File: src/sv/xml_entity_unescaper_defines.svh
// ---------------------------------------------------------------------------
// Assertion macros used by the entity unescaper back stage
// ---------------------------------------------------------------------------
`ifndef XML_ENTITY_UNESCAPER_DEFINES_SVH
`define XML_ENTITY_UNESCAPER_DEFINES_SVH

// Check a property on every clock edge outside reset
`define XUE_ASSERT(lbl, prop, msg) \
   lbl: assert property (@(posedge clock) disable iff (reset) prop) \
      else $error(msg);

// Check a property on every clock edge, reset included
`define XUE_ASSERT_ALWAYS(lbl, prop, msg) \
   lbl: assert property (@(posedge clock) prop) \
      else $error(msg);

`endif

File: src/sv/xue_pkg.sv
// ---------------------------------------------------------------------------
// xue_pkg
// Types, character codes and helpers of the entity unescaper.
// ---------------------------------------------------------------------------
package xue_pkg;

   // byte class assigned by the front end
   typedef enum logic [1:0] {
      KIND_PLAIN = 2'd0,
      KIND_OPEN  = 2'd1,
      KIND_NAME  = 2'd2,
      KIND_CLOSE = 2'd3
   } kind_type;

   // classified byte passed from front to back
   typedef struct packed {
      kind_type   kind;
      logic [7:0] data;
      logic       last;
   } op_type;

   // one decoded result
   typedef struct packed {
      logic [7:0] data;
      logic       last;
   } result_type;

   localparam logic [7:0] CHAR_AMP   = 8'h26;
   localparam logic [7:0] CHAR_SEMI  = 8'h3B;
   localparam logic [7:0] CHAR_APOS  = 8'h27;
   localparam logic [7:0] CHAR_QUOT  = 8'h22;
   localparam logic [7:0] CHAR_GT    = 8'h3E;
   localparam logic [7:0] CHAR_LT    = 8'h3C;
   localparam logic [7:0] CHAR_HASH  = 8'h23;
   localparam logic [7:0] CHAR_NUL   = 8'h00;
   localparam logic [7:0] LOWER_A    = 8'h61;
   localparam logic [7:0] LOWER_G    = 8'h67;
   localparam logic [7:0] LOWER_L    = 8'h6C;
   localparam logic [7:0] LOWER_M    = 8'h6D;
   localparam logic [7:0] LOWER_O    = 8'h6F;
   localparam logic [7:0] LOWER_P    = 8'h70;
   localparam logic [7:0] LOWER_Q    = 8'h71;
   localparam logic [7:0] LOWER_S    = 8'h73;
   localparam logic [7:0] LOWER_T    = 8'h74;
   localparam logic [7:0] LOWER_U    = 8'h75;
   localparam logic [7:0] LOWER_X    = 8'h78;

   // map an ASCII hex digit to {valid, nibble}
   function automatic logic [4:0] hex_nibble(input logic [7:0] b);
      logic [4:0] r;
      r = 5'd0;
      if (b >= 8'h30 && b <= 8'h39) begin
         r = {1'b1, 4'(b - 8'h30)};
      end else if (b >= 8'h61 && b <= 8'h66) begin
         r = {1'b1, 4'(b - 8'h57)};
      end else if (b >= 8'h41 && b <= 8'h46) begin
         r = {1'b1, 4'(b - 8'h37)};
      end
      return r;
   endfunction

endpackage

File: src/sv/xue_queue.sv
// ---------------------------------------------------------------------------
// xue_queue
// Two-entry queue; push and pop may transfer in the same cycle.
// ---------------------------------------------------------------------------
module xue_queue #(
   parameter int WIDTH = 11
) (
   input  logic             clock,
   input  logic             reset,
   input  logic             push,
   input  logic [WIDTH-1:0] wr_data,
   output logic             full,
   input  logic             pop,
   output logic [WIDTH-1:0] rd_data,
   output logic             empty
);

   logic [WIDTH-1:0] mem_ff [2];
   logic             wr_ptr_ff, wr_ptr_in;
   logic             rd_ptr_ff, rd_ptr_in;
   logic [1:0]       count_ff, count_in;
   logic             do_push, do_pop;

   assign full    = (count_ff == 2'd2);
   assign empty   = (count_ff == 2'd0);
   assign rd_data = mem_ff[rd_ptr_ff];
   assign do_push = push && !full;
   assign do_pop  = pop && !empty;

   // advance pointers and occupancy
   always_comb begin
      wr_ptr_in = do_push ? !wr_ptr_ff : wr_ptr_ff;
      rd_ptr_in = do_pop ? !rd_ptr_ff : rd_ptr_ff;
      count_in  = count_ff + {1'b0, do_push} - {1'b0, do_pop};
   end

   always_ff @(posedge clock) begin
      if (reset) begin
         wr_ptr_ff <= 1'b0;
         rd_ptr_ff <= 1'b0;
         count_ff  <= 2'd0;
      end else begin
         wr_ptr_ff <= wr_ptr_in;
         rd_ptr_ff <= rd_ptr_in;
         count_ff  <= count_in;
      end
   end

   // store the pushed entry
   always_ff @(posedge clock) begin
      if (do_push) begin
         mem_ff[wr_ptr_ff] <= wr_data;
      end
   end

endmodule

File: src/sv/xue_front.sv
// ---------------------------------------------------------------------------
// xue_front
// Accepts raw bytes, tracks entity mode and classifies each byte.
// ---------------------------------------------------------------------------
module xue_front (
   input  logic            clock,
   input  logic            reset,
   input  logic            req_push,
   input  logic [7:0]      req_byte,
   input  logic            req_last,
   output logic            req_full,
   output logic            op_push,
   output xue_pkg::op_type op_item,
   input  logic            op_full
);

   logic in_entity_ff, in_entity_in;
   logic accept;

   assign req_full = op_full;
   assign op_push  = req_push;
   assign accept   = req_push && !op_full;

   // classify the byte and update the mode
   always_comb begin
      op_item.data = req_byte;
      op_item.last = req_last;
      in_entity_in = in_entity_ff;
      if (!in_entity_ff) begin
         if (req_byte == xue_pkg::CHAR_AMP) begin
            op_item.kind = xue_pkg::KIND_OPEN;
            in_entity_in = !req_last;
         end else begin
            op_item.kind = xue_pkg::KIND_PLAIN;
         end
      end else begin
         if (req_byte == xue_pkg::CHAR_SEMI) begin
            op_item.kind = xue_pkg::KIND_CLOSE;
            in_entity_in = 1'b0;
         end else begin
            op_item.kind = xue_pkg::KIND_NAME;
            in_entity_in = !req_last;
         end
      end
   end

   always_ff @(posedge clock) begin
      if (reset) begin
         in_entity_ff <= 1'b0;
      end else if (accept) begin
         in_entity_ff <= in_entity_in;
      end
   end

endmodule

File: src/sv/xue_back.sv
// ---------------------------------------------------------------------------
// xue_back
// Collects entity names and decodes each finished entity to one byte.
// ---------------------------------------------------------------------------
`include "xml_entity_unescaper_defines.svh"

module xue_back #(
   parameter int NAME_BYTES = 8
) (
   input  logic                clock,
   input  logic                reset,
   input  xue_pkg::op_type     op_item,
   input  logic                op_empty,
   output logic                op_pop,
   output logic                res_push,
   output xue_pkg::result_type res_item,
   input  logic                res_full
);

   localparam int LW = $clog2(NAME_BYTES + 2);

   logic [7:0]    store_ff [NAME_BYTES];
   logic [7:0]    store_in [NAME_BYTES];
   logic [LW-1:0] len_ff, len_in;
   logic [7:0]    hex_ff, hex_in;
   logic          seen_ff, seen_in;
   logic          done_ff, done_in;
   logic [4:0]    nib;
   logic          fire, emit;
   logic          is_name, is_open;
   logic [7:0]    decoded;

   assign fire    = !op_empty && !res_full;
   assign op_pop  = fire;
   assign is_name = (op_item.kind == xue_pkg::KIND_NAME);
   assign is_open = (op_item.kind == xue_pkg::KIND_OPEN);
   assign nib     = xue_pkg::hex_nibble(op_item.data);

   // append a name byte, or clear on an ampersand
   always_comb begin
      len_in  = len_ff;
      hex_in  = hex_ff;
      seen_in = seen_ff;
      done_in = done_ff;
      for (int i = 0; i < NAME_BYTES; i++) begin
         store_in[i] = (is_name && len_ff == LW'(i)) ? op_item.data : store_ff[i];
      end
      if (is_open) begin
         len_in  = '0;
         hex_in  = 8'd0;
         seen_in = 1'b0;
         done_in = 1'b0;
      end else if (is_name) begin
         if (len_ff >= LW'(2) && !done_ff) begin
            if (nib[4]) begin
               hex_in  = {hex_ff[3:0], nib[3:0]};
               seen_in = 1'b1;
            end else begin
               done_in = 1'b1;
            end
         end
         if (len_ff <= LW'(NAME_BYTES)) begin
            len_in = len_ff + LW'(1);
         end
      end
   end

   // decode the name as it stands after this byte
   always_comb begin
      if (len_in == '0) begin
         decoded = xue_pkg::CHAR_NUL;
      end else if (len_in == LW'(3) && store_in[0] == xue_pkg::LOWER_A &&
                   store_in[1] == xue_pkg::LOWER_M && store_in[2] == xue_pkg::LOWER_P) begin
         decoded = xue_pkg::CHAR_AMP;
      end else if (len_in == LW'(4) && store_in[0] == xue_pkg::LOWER_A &&
                   store_in[1] == xue_pkg::LOWER_P && store_in[2] == xue_pkg::LOWER_O &&
                   store_in[3] == xue_pkg::LOWER_S) begin
         decoded = xue_pkg::CHAR_APOS;
      end else if (len_in == LW'(4) && store_in[0] == xue_pkg::LOWER_Q &&
                   store_in[1] == xue_pkg::LOWER_U && store_in[2] == xue_pkg::LOWER_O &&
                   store_in[3] == xue_pkg::LOWER_T) begin
         decoded = xue_pkg::CHAR_QUOT;
      end else if (len_in == LW'(2) && store_in[0] == xue_pkg::LOWER_G &&
                   store_in[1] == xue_pkg::LOWER_T) begin
         decoded = xue_pkg::CHAR_GT;
      end else if (len_in == LW'(2) && store_in[0] == xue_pkg::LOWER_L &&
                   store_in[1] == xue_pkg::LOWER_T) begin
         decoded = xue_pkg::CHAR_LT;
      end else if (len_in >= LW'(3) && store_in[0] == xue_pkg::CHAR_HASH &&
                   store_in[1] == xue_pkg::LOWER_X && seen_in) begin
         decoded = hex_in;
      end else begin
         decoded = store_in[0];
      end
   end

   // select the result for this byte class
   always_comb begin
      res_item.last = op_item.last;
      unique case (op_item.kind)
         xue_pkg::KIND_PLAIN: begin
            emit          = 1'b1;
            res_item.data = op_item.data;
         end
         xue_pkg::KIND_OPEN: begin
            emit          = op_item.last;
            res_item.data = xue_pkg::CHAR_NUL;
         end
         xue_pkg::KIND_NAME: begin
            emit          = op_item.last;
            res_item.data = decoded;
         end
         xue_pkg::KIND_CLOSE: begin
            emit          = 1'b1;
            res_item.data = decoded;
         end
         default: begin
            emit          = 1'b0;
            res_item.data = op_item.data;
         end
      endcase
   end

   assign res_push = fire && emit;

   always_ff @(posedge clock) begin
      if (reset) begin
         len_ff  <= '0;
         hex_ff  <= 8'd0;
         seen_ff <= 1'b0;
         done_ff <= 1'b0;
      end else if (fire) begin
         len_ff  <= len_in;
         hex_ff  <= hex_in;
         seen_ff <= seen_in;
         done_ff <= done_in;
      end
   end

   // hold name bytes; no reset needed
   always_ff @(posedge clock) begin
      if (fire) begin
         for (int i = 0; i < NAME_BYTES; i++) begin
            store_ff[i] <= store_in[i];
         end
      end
   end

   `XUE_ASSERT(a_open_clears, (fire && is_open) |=> (len_ff == '0 && !seen_ff), "stale name")
   `XUE_ASSERT(a_len_bound, len_ff <= LW'(NAME_BYTES + 1), "name length past saturation")
   `XUE_ASSERT(a_hex_needs_prefix, seen_ff |-> (len_ff >= LW'(3)), "hex digit seen before prefix")

endmodule

File: src/sv/xml_entity_unescaper.sv
// ---------------------------------------------------------------------------
// xml_entity_unescaper
// Streaming decoder of XML entities in a string body.
// ---------------------------------------------------------------------------
// Takes one byte per cycle sustained while the consumer keeps popping, and
// gives at most one decoded byte per input byte. A front stage classifies
// each byte and tracks entity mode; a two-entry queue feeds the back stage,
// which collects entity names and decodes them; a second two-entry queue
// holds results for the consumer. A byte that produces a result is written
// to the op queue and then to the rsp queue, whose head drives the rsp ports;
// the back stage sets the rate: one queued byte per cycle unless rsp is full.
module xml_entity_unescaper #(
   parameter int NAME_BYTES = 8
) (
   input  logic       clock,
   input  logic       reset,
   input  logic       req_push,
   input  logic [7:0] req_byte,
   input  logic       req_last,
   output logic       req_full,
   output logic       rsp_empty,
   input  logic       rsp_pop,
   output logic [7:0] rsp_byte,
   output logic       rsp_last
);

   xue_pkg::op_type     fe_item, be_item;
   xue_pkg::result_type res_item, rsp_item;
   logic                fe_push, op_full, op_empty, op_pop;
   logic                res_push, res_full;

   xue_front u_front (
      .clock    (clock),
      .reset    (reset),
      .req_push (req_push),
      .req_byte (req_byte),
      .req_last (req_last),
      .req_full (req_full),
      .op_push  (fe_push),
      .op_item  (fe_item),
      .op_full  (op_full)
   );

   xue_queue #(.WIDTH($bits(xue_pkg::op_type))) u_op_queue (
      .clock   (clock),
      .reset   (reset),
      .push    (fe_push),
      .wr_data (fe_item),
      .full    (op_full),
      .pop     (op_pop),
      .rd_data (be_item),
      .empty   (op_empty)
   );

   xue_back #(.NAME_BYTES(NAME_BYTES)) u_back (
      .clock    (clock),
      .reset    (reset),
      .op_item  (be_item),
      .op_empty (op_empty),
      .op_pop   (op_pop),
      .res_push (res_push),
      .res_item (res_item),
      .res_full (res_full)
   );

   xue_queue #(.WIDTH($bits(xue_pkg::result_type))) u_rsp_queue (
      .clock   (clock),
      .reset   (reset),
      .push    (res_push),
      .wr_data (res_item),
      .full    (res_full),
      .pop     (rsp_pop),
      .rd_data (rsp_item),
      .empty   (rsp_empty)
   );

   assign rsp_byte = rsp_item.data;
   assign rsp_last = rsp_item.last;

endmodule

File: config.mk
export PLATFORM = sky130hd
export DESIGN_NAME = xml_entity_unescaper
export DESIGN_NICKNAME = d
export VERILOG_FILES = /design/src/sv/xue_pkg.sv /design/src/sv/xue_queue.sv /design/src/sv/xue_front.sv /design/src/sv/xue_back.sv /design/src/sv/xml_entity_unescaper.sv
export VERILOG_INCLUDE_DIRS = /design/src /design/src/sv
export SDC_FILE = /design/constraint.sdc
export NUM_CORES = 1
export LEC_CHECK = 0
export ABC_CLOCK_PERIOD_IN_PS = 4400
export BUFFER_PORTS_ARGS = -buffer_cell sky130_fd_sc_hd__buf_4
export CAP_MARGIN = 15
export CORE_AREA = 5 5 99 101
export CTS_BUF_LIST = sky130_fd_sc_hd__clkbuf_4
export DETAILED_ROUTE_END_ITERATION = 16
export DIE_AREA = 0 0 104 106
export HOLD_SLACK_MARGIN = 0.08
export PLACE_DENSITY = 0.85
export SYNTH_ARGS = -nofsm -noshare
export SYNTH_HDL_FRONTEND = slang
export SYNTH_SLANG_ARGS = --single-unit
File: constraint.sdc
create_clock -name clock -period 4.4 [get_ports clock]
set_input_delay 0.22 -clock clock [delete_from_list [all_inputs] [get_ports clock]]
set_output_delay 0.22 -clock clock [all_outputs]
set_load 0.1 [all_outputs]
==> impl_results.md <==
- Status: complete, no violations
- Final Max Slew Viols: 0
- CP endpoint kind: register
- Compound-Gate Fraction of Synth Area: 0.144
- Core area: 8930 um2
- Congestion Overflow GR: 0
- Clk pin slew, worst setup/hold paths: 0.16 ns
- CTS tree: built
- Most frequent cells in the layout: 72 x edfxtp_1, 55 x nor2_1, 40 x a21oi_1, 33 x buf_4, 29 x inv_1
- Chip width: 104 um
- Synth Area in Simple Gates: 0.192
- DRT Wirelength: 12.9 mm
- Final ANT Viol Nets: 0
- Minimum clock period: approximately 4 ns
- Pre-CTS setup slack: around 0.47 ns
- Synth cell types: 85
- Syn avg cell area: 10.9 um2
- Slowest stage delay, CP: between 0.5 and 0.6 ns
- TritonCTS Buffers: 9
- Vias: between 4000 and 5000
- Main combinational cell family by area after synthesis: simple AND/OR/NAND/NOR gates
- Synthesized area: 5500 um2
- Critical Path Start Type: register
- # rows: 35
- Area of the multi-input gates: roughly 2600 um2
- Post-Synth XOR/XNOR Area: 0.0159
- Arrival time worst endpoint: ~4.2 ns
- Per-cell routed wire length: slightly below 20 um
- HPWL after DPL: 9.18 mm
- Post-synthesis mux area share: 0.0814
- Layout cells sized above 1: 0.181
- Fill cells: 683
- Critical path's slowest cell: mux2i_2
- Critical path class: register to register
- Post-CTS Setup Bufs: 0
- Post-synthesis sequential area ratio: 0.484
- RSZ-0062 raised after global routing: no
- Worst clock skew: ~0.024 ns
- Die area: 11000 um2
- Post-synth ARST share: 0
- Final period util: 0.911
- WP data required: 4.62 ns
- Vias in the first global route: 4167
- Initial antenna violation count: 0
- HP Class: input pin to register
- IR drop worst, VDD: 870 uV
- Hold Path Origin: reset
- Commonest non-fill, non-tap cell in the layout: edfxtp_1
- First-pass DRT Iterations: 5
- Final setup vio count: 0
- Critical Path Fanout Max: 35
- Total track usage: 0.241
- Mean number of vias per cell: 6.41
- Fmax: ~0.25 GHz
- Post-Route Setup TNS: 0 ns
- Post-synth EDFFs: 72
- Die Span Y: 106 um
- Ys Warns: 0
- Max Cap Viol: 0
- Post-synthesis adder-cell area fraction: 0.0341
- Drc violations: 0
- Worst Slack Setup Final: 0.393 ns
- Gate Count Post-Synth: 507
- DRT iter0 DRCs: 368
- Post-route total power: 3.94 mW
- Fin. Hold Viols: 0
- GP Congestion: 0.967
- Largest net degree at the start of global routing: 43
- Htree depth: 3
- Leak: 2.14 nW
- CTS max path bufs: 2
- IO Pins: 24
- Layout area overhead: 8.94%
- Yosys reg bits: 97
- First-pass GRT wire length: 21.2 mm
- Power per cell area: 658 nW/um2
- Ys flop type: edfxtp_1
- Register-to-Register Path Depth: 11
- Clock sinks: 97
- IO buf count: 23
- ANT cells: 0
- Register Area: between 2000 and 3000 um2
- Min-Delay Path Depth: 2
- Fin nets: around 560
- Starting Density: 0.616
- Slew headroom: 0.389
- Clk_lat worst skew: 0.47 ns
- Mapped Nets: 535
- Least-Margin Pin Slew: 0.913 ns
- Crit-path cells: buf_4 > mux2i_2 > inv_1 > ha_1 > nor2_1 > o21ai_1 > and3_2 > o2111ai_4 > mux2_2 > a31oi_1 > o32ai_2
- Root buffer cell: clkbuf_4
## repair_timing
item,in CTS,in global routing
gates resized for setup,0,0
hold buffers,9,0
endpoints found under the hold margin,19,0
## final cells by class
type                       count  share of cell area
clock inverter                 6              0.0150
inverter                      31              0.0194
tap                          111              0.0232
timing repair buffer          42              0.0564
multi-input combinational    355               0.429
clock buffer                  10              0.0125
sequential                    97               0.444
## layer usage
layer,GRT usage,vias to the layer above,wire (um)
li1,-,1952,-
met1,0.312,1977,5310
met2,0.384,207,6060
met3,0.0474,45,924
met4,0.129,0,627
met5,0,-,0
## registers in the layout, indices dropped and copies added, names as in the netlist, 2 cells and up, named ones only
name,count
u_back.store_ff,32
u_op_queue.mem_ff,22
u_rsp_queue.mem_ff,18
u_back.hex_ff,8
u_back.len_ff,4
u_op_queue.count_ff,2
u_rsp_queue.count_ff,2
## metrics by stage
step	instance area, um2	instances	hold WS (ns)	util
floorplan	5500	507	0.319	-
global placement	5740	627	0.416	0.642
detailed placement	5740	627	0.417	0.642
CTS	5990	652	0.0914	0.671
global route	5990	652	0.0964	0.671
finish	5990	652	0.0879	0.671
## path summary, 6_finish.rpt
path | slack (ns) | end
max | 0.39 | u_rsp_queue.mem_ff[0][8]
min | 0.09 | u_rsp_queue.count_ff[1]
max reg2reg | 0.39 | u_rsp_queue.mem_ff[0][8]
min reg2reg | 0.50 | u_back.hex_ff[5]
## cells by family after synthesis
family,Yosys count
muxes,40
xor gates and xnor gates,10
buffers and inverters,55
DFF,97
and+or+nand+nor,177
AOI/OAI and AO/OA,113
adders and majority gates,15
## critical path, delay by kind of cell, from the launching register on
kind	cells	cell delay (ns)
buffers and inverters	2	0.71
adder cells (fa/ha/maj)	1	0.30
flip-flops	1	0.41
AND/OR/NAND/NOR	2	0.39
AO/OA/AOI/OAI	4	0.94
multiplexers	2	1.00
## Yosys cell counts (3+ instances only)
master    instances  area (um2)
nor2_1           55         206
dfxtp_1          25         500
nand2b_1         10        62.6
nor3b_1           8        60.1
o32ai_1           3        26.3
nor2b_1           9        56.3
a21oi_1          40         200
a41oi_1           3        26.3
a21o_1            3        22.5
o21ai_0          15        75.1
o21ai_1           3        15.0
mux2i_1          18         180
xnor2_1           9        78.8
a211oi_1          5        37.5
buf_4             7        52.6
and2_1            3        18.8
inv_1            29         109
a31oi_1           7        43.8
nand3_1           8        40.0
nand4_1           5        31.3
o211ai_1          4        30.0
nand2_1          28         105
o22ai_1           6        37.5
nor4bb_1          3        30.0
nor3_1            8        40.0
nand4b_1          4        35.0
edfxtp_1         72        2160
or4_1             4        30.0
clkbuf_1          9        33.8
ha_1             15         188
buf_2             3        15.0
mux2_2           18         203
buf_6             4        45.0
## power by group
part,internal [mW],switching [mW]
logic,0.584,1.26
clock network,0.240,0.316
registers,1.38,0.164
(Power assumes the default switching activity.)
